--- src/rtl/ttrr_pkg.sv ---
// ttrr_pkg: shared types and constants for the round-robin thread table
// holds the request/result beat structs, the table entry layout and the fsm state enum
// no dependencies
package ttrr_pkg;

  // fixed field widths of the request and result beats
  localparam int SLOT_W = 6;
  localparam int ID_W   = 32;

  // per-slot thread status
  typedef enum logic [1:0] {
    ST_UNUSED  = 2'd0,
    ST_READY   = 2'd1,
    ST_RUNNING = 2'd2,
    ST_JOINED  = 2'd3
  } status_t;

  // request kinds
  typedef enum logic [1:0] {
    REQ_CREATE = 2'd0,
    REQ_YIELD  = 2'd1,
    REQ_JOIN   = 2'd2,
    REQ_END    = 2'd3
  } req_kind_t;

  // result codes
  typedef enum logic [1:0] {
    RC_OK   = 2'd0,
    RC_FULL = 2'd1,
    RC_NONE = 2'd2
  } rc_t;

  // request beat
  typedef struct packed {
    req_kind_t         req_type;
    logic [SLOT_W-1:0] target_slot;
  } req_t;

  // result beat
  typedef struct packed {
    rc_t               result_code;
    logic [SLOT_W-1:0] slot;
    logic [ID_W-1:0]   thread_id;
    logic              switched;
    logic [SLOT_W-1:0] old_slot;
  } rsp_t;

  // one row of the thread table
  typedef struct packed {
    status_t         status;
    logic [ID_W-1:0] id;
    logic [ID_W-1:0] join_id;
  } entry_t;

  // sequencer states
  typedef enum logic [3:0] {
    S_IDLE,
    S_CR_SCAN,
    S_JN_CUR,
    S_JN_TGT,
    S_JN_CHK,
    S_EN_CUR,
    S_EN_FREE,
    S_SWEEP,
    S_SCH_START,
    S_SCH_OLD,
    S_SCH_SCAN,
    S_SCH_FIN
  } sched_state_t;

endpackage

--- src/rtl/ttrr_ram.sv ---
// ttrr_ram: generic simple dual-port ram, one write and one registered read port
// read returns the old contents on a same-address write
// no dependencies
module ttrr_ram #(
  parameter int WIDTH = 8,
  parameter int DEPTH = 16,
  localparam int AW = $clog2(DEPTH)
) (
  input  logic             clk,
  input  logic             wr_en,
  input  logic [AW-1:0]    wr_addr,
  input  logic [WIDTH-1:0] wr_data,
  input  logic             rd_en,
  input  logic [AW-1:0]    rd_addr,
  output logic [WIDTH-1:0] rd_data
);

  logic [WIDTH-1:0] mem [DEPTH];

  // write port and registered read port
  always_ff @(posedge clk) begin
    if (wr_en) begin
      mem[wr_addr] <= wr_data;
    end
    if (rd_en) begin
      rd_data <= mem[rd_addr];
    end
  end

endmodule

--- src/rtl/ttrr_store.sv ---
// ttrr_store: thread table storage, ram plus per-slot written flags
// an unwritten slot reads as its reset contents (slot 0 running, others unused)
// depends on ttrr_pkg and ttrr_ram
module ttrr_store #(
  parameter int SLOTS = 64,
  localparam int AW = $clog2(SLOTS)
) (
  input  logic              clk,
  input  logic              rst,
  input  logic              rd_en,
  input  logic [AW-1:0]     rd_addr,
  output ttrr_pkg::entry_t  rd_data,
  input  logic              wr_en,
  input  logic [AW-1:0]     wr_addr,
  input  ttrr_pkg::entry_t  wr_data
);

  localparam int EW = $bits(ttrr_pkg::entry_t);

  logic [SLOTS-1:0] written;
  logic             rd_written;
  logic             rd_zero;
  logic [EW-1:0]    ram_q;
  ttrr_pkg::entry_t rst_view;

  ttrr_ram #(
    .WIDTH (EW),
    .DEPTH (SLOTS)
  ) u_ram (
    .clk     (clk),
    .wr_en   (wr_en),
    .wr_addr (wr_addr),
    .wr_data (wr_data),
    .rd_en   (rd_en),
    .rd_addr (rd_addr),
    .rd_data (ram_q)
  );

  // written flags, cleared at reset
  always_ff @(posedge clk) begin
    if (rst) begin
      written <= '0;
    end else if (wr_en) begin
      written[wr_addr] <= 1'b1;
    end
  end

  // flag lookup registered with the ram read
  always_ff @(posedge clk) begin
    if (rd_en) begin
      rd_written <= written[rd_addr];
      rd_zero    <= (rd_addr == '0);
    end
  end

  // reset contents of a slot never written
  always_comb begin
    rst_view.status  = rd_zero ? ttrr_pkg::ST_RUNNING : ttrr_pkg::ST_UNUSED;
    rst_view.id      = '0;
    rst_view.join_id = '0;
  end

  assign rd_data = rd_written ? ttrr_pkg::entry_t'(ram_q) : rst_view;

endmodule

--- config.mk ---
export PLATFORM = sky130hd
export DESIGN_NAME = ttrr_store
export DESIGN_NICKNAME = d
export VERILOG_FILES = /design/src/rtl/ttrr_pkg.sv /design/src/rtl/ttrr_ram.sv /design/src/rtl/ttrr_store.sv
export SDC_FILE = /design/constraint.sdc
export NUM_CORES = 2
export LEC_CHECK = 0
export BUFFER_PORTS_ARGS = -buffer_cell sky130_fd_sc_hd__buf_2
export CAP_MARGIN = 5
export CELL_PAD_IN_SITES_DETAIL_PLACEMENT = 1
export CELL_PAD_IN_SITES_GLOBAL_PLACEMENT = 1
export CORE_MARGIN = 2
export CORE_UTILIZATION = 44
export DETAILED_ROUTE_END_ITERATION = 7
export PLACE_DENSITY_LB_ADDON = 0.15
export REMOVE_ABC_BUFFERS = 1
export SYNTH_ARGS = -nofsm -noshare
export SYNTH_HDL_FRONTEND = slang
export SYNTH_MEMORY_MAX_BITS = 65536
export SYNTH_SLANG_ARGS = --single-unit
--- constraint.sdc ---
create_clock -name clk -period 5.9 [get_ports clk]
set_clock_uncertainty 0.2 [all_clocks]
set_input_delay 0 -clock clk [delete_from_list [all_inputs] [get_ports clk]]
set_output_delay 0 -clock clk [all_outputs]
set_load 0.03 [all_outputs]
==> flow_metrics.py <==
metrics = {
    "run_status": {
        "run_status": "complete, no violations",
    },
    "power": {
        "switching_share_pct": 21.5,
        "power_switching_mw": 14.1,
        "p_seq_share_pct": 52.4,
        "power.leakage_nw": 59.6,
        "intPower_mw": 51.5,
        "cellPowerDensity_nw_per_um2": 347,
        "max-vdd-ir-drop_uv": 286,
        "power_frac_comb_pct": 4.7,
        "clkPwrFrac_pct": 42.8,
    },
    "routing": {
        "dr_total_vias": 81700,
        "wl_per_cell_um": 37.7,
        "dr_wl_met2_um": 241000,
        "met3_length_um": 38900,
        "finalWirelength_um": 495000,
        "via_per_inst": 6.21,
        "drc": 0,
        "antenna_left": 0,
        "drtIter0Drc": 9638,
        "routedLengthMet1_um": 203000,
        "dr.pass1.iters": 8,
        "top_layer_used": "met5",
    },
    "clock_tree": {
        "clockBufferDepth": 4,
        "htree_levels": 5,
        "clock_sinks": 4356,
        "path_clk_slew_ns": 0.06,
        "cts_buffers": 454,
        "tritoncts": "built",
        "cts_resized": 0,
        "holdBufCountCts": 92,
        "root_buffer": "clkbuf_16",
        "cts_setup_buffers": 0,
        "clk_latency_ns": 0.99,
    },
    "placement": {
        "routabilityCongestion": 0.756,
        "dpl_cell_area_um2": 174000,
        "dp_cells": 12200,
        "io_buffers": 147,
        "dp_hpwl_um": 249000,
        "post-place-ws_ns": 2.23,
    },
    "grt": {
        "grtUsageTotal_pct": 25.9,
        "grt_pass1_wl_um": 685000,
        "gr-total-overflow": 0,
        "grt_pass1_vias": 84500,
        "grt_max_degree": 109,
        "antenna_found_initial": 38,
    },
    "finish": {
        "final_common_cell": "edfxtp_1",
        "nets": 7834,
        "final_cells": 13100,
        "mostFrequentLayoutCells": "edfxtp_1, mux4_2, clkbuf_16, mux2i_1, a21oi_1",
        "stdcell_area_um2": 189000,
        "area_growth_pct": 14.4,
        "drive_gt1_share_pct": 26.4,
    },
    "floorplan": {
        "io_pins": 148,
        "start_util_pct": 44.1,
        "dieArea_um2": 381000,
        "num_rows": 225,
        "die_x_um": 617,
        "core-area_um2": 375000,
        "die_h_um": 617,
    },
    "timing": {
        "setup_viol": 0,
        "rsz0062_at_grt": "no",
        "finalCriticalPeriod_ns": 3.92,
        "slew_headroom_pct": 13.6,
        "period_share_pct": 66.4,
        "fmax_ghz": 0.255,
        "finalMaxSlewViolations": 0,
        "final-hold-violation-count": 0,
        "worst_slew_pin_slew_ns": 1.29,
        "fin_tns_setup_ns": 0,
        "finalWorstSetupSlack_ns": 1.98,
    },
    "logic_synthesis": {
        "yosys.area.top_type": "edfxtp_1",
        "yosysWarnings": 0,
        "synth_seq_area_share_pct": 78.8,
        "yosysTopAreaCellShare_pct": 78.0,
        "async_reset_ff_share_pct": 0,
        "synthCells": 7259,
        "synth_edf_count": 4292,
        "ys_ff_latch": 4356,
        "yosysUniqueCellTypes": 38,
        "syn_area_um2": 165000,
        "synth_area_leaders": "edfxtp_1, mux4_2, mux2i_1",
        "syn_area_per_cell_um2": 22.8,
        "synth-main-ff-cell": "edfxtp_1",
    },
    "setup_path": {
        "crit_fanout": 72,
        "start_kind": "primary input",
        "crit_path_end_kind": "flip-flop",
        "crit_arrival_ns": 4.46,
        "worstSetupPathType": "primary input to flip-flop",
        "cp_data_required_time_ns": 6.45,
    },
    "job": {
        "maxCapViolations": 0,
    },
    "min_path": {
        "worstHoldPathType": "primary input to flip-flop",
    },
}
==> metal layers <==
| metal | GRT usage (%) | vias to the layer above |
|---|---|---|
| li1 | - | 32100 |
| met1 | 36.3 | 45400 |
| met2 | 42.3 | 3475 |
| met3 | 4.64 | 691 |
| met4 | 6.23 | 6 |
| met5 | 0 | - |
==> cells by family (layout without fill, tap and decap cells) <==
| kind of cell | after synthesis | count (layout) | share of synthesized area (%) |
|---|---|---|---|
| flip-flops | 4356 | 4356 | 78.8 |
| multiplexers | 1499 | 1499 | 16.3 |
| AO/OA/AOI/OAI | 643 | 643 | 2.85 |
| buffers and inverters | 424 | 1296 | 1.19 |
| AND/OR/NAND/NOR | 337 | 337 | 0.944 |
| other | 0 | 20 | 0 |
==> worst max-delay path, cell delays in order <==
cell           delay [ns]
dlygate4sd3_1        0.58
buf_8                0.47
buf_12               0.49
buf_4                0.52
mux4_2               0.38
o221ai_1             0.32
a21oi_1              0.07
dlygate4sd3_1        0.57
a211o_1              0.27
dlygate4sd3_1        0.55
==> path summary, 6_finish.rpt <==
check / start / end / slack [ns] / cells past startpoint
setup / recovery: rd_addr[2] / u_ram.rd_data[5] / 1.98 / 10
hold / removal: wr_data[64] / u_ram.mem[28][64] / 0.06 / 3
setup reg to reg: u_ram.mem[22][5] / u_ram.rd_data[5] / 2.80 / 6
hold reg to reg: written[56] / written[56] / 0.27 / 2
==> stage by stage <==
step | power, mW | util (%) | hold WS, ns
after floorplan | 36.3 | - | -0.128
after global placement | 38.0 | 46.3 | 0.244
after detailed placement | 38.1 | 46.3 | 0.259
after CTS | 66.1 | 50.4 | 0.000258
after global routing | 67.3 | 50.4 | 0.0618
final | 65.6 | 50.4 | 0.0591
==> cell usage after synthesis, drive strengths merged, types with 8 or more instances <==
cell / n
edfxtp: 4292
mux4: 938
mux2i: 451
buf: 222
clkbuf: 201
nor2: 187
a21oi: 158
o221ai: 138
mux2: 110
o22ai: 88
a221oi: 78
and2: 69
a22oi: 67
dfxtp: 64
nand2: 32
a221o: 28
o32ai: 24
a211o: 21
o21ai: 18
nor2b: 14
a311o: 13
nand2b: 8
nand3: 8
==> registers in the layout, summed over array words and instances, names as in the netlist <==
| signal | count |
|---|---|
| u_ram.rd_data | 66 |
| written | 64 |
| rd_zero | 1 |
| u_ram.mem | 4224 |
| rd_written | 1 |
==> final cells by class <==
class / count / area, um2
diodes: 20 / 50.0
clock buffers: 569 / 12000
clock inverters: 266 / 2460
fillers: 32400 / 186000
inverters: 1 / 6.26
multi-input cells: 2479 / 33700
flip-flops and latches: 4356 / 130000
well taps: 4994 / 6250
repair buffers: 460 / 4390
==> power by group through the flow <==
| stage | combinational [mW] | sequential (mW) | clock (mW) |
|---|---|---|---|
| 2_1_floorplan | 1.33 | 35.0 | 0 |
| 3_3_place_gp | 3.01 | 35.0 | 0 |
| 3_5_place_dp | 3.08 | 35.0 | 0 |
| 4_1_cts | 3.14 | 34.4 | 28.5 |
| 5_1_grt | 3.30 | 34.4 | 29.6 |
| 6_report | 3.10 | 34.4 | 28.1 |
No activity file was read; power rests on OpenSTA's default activity.
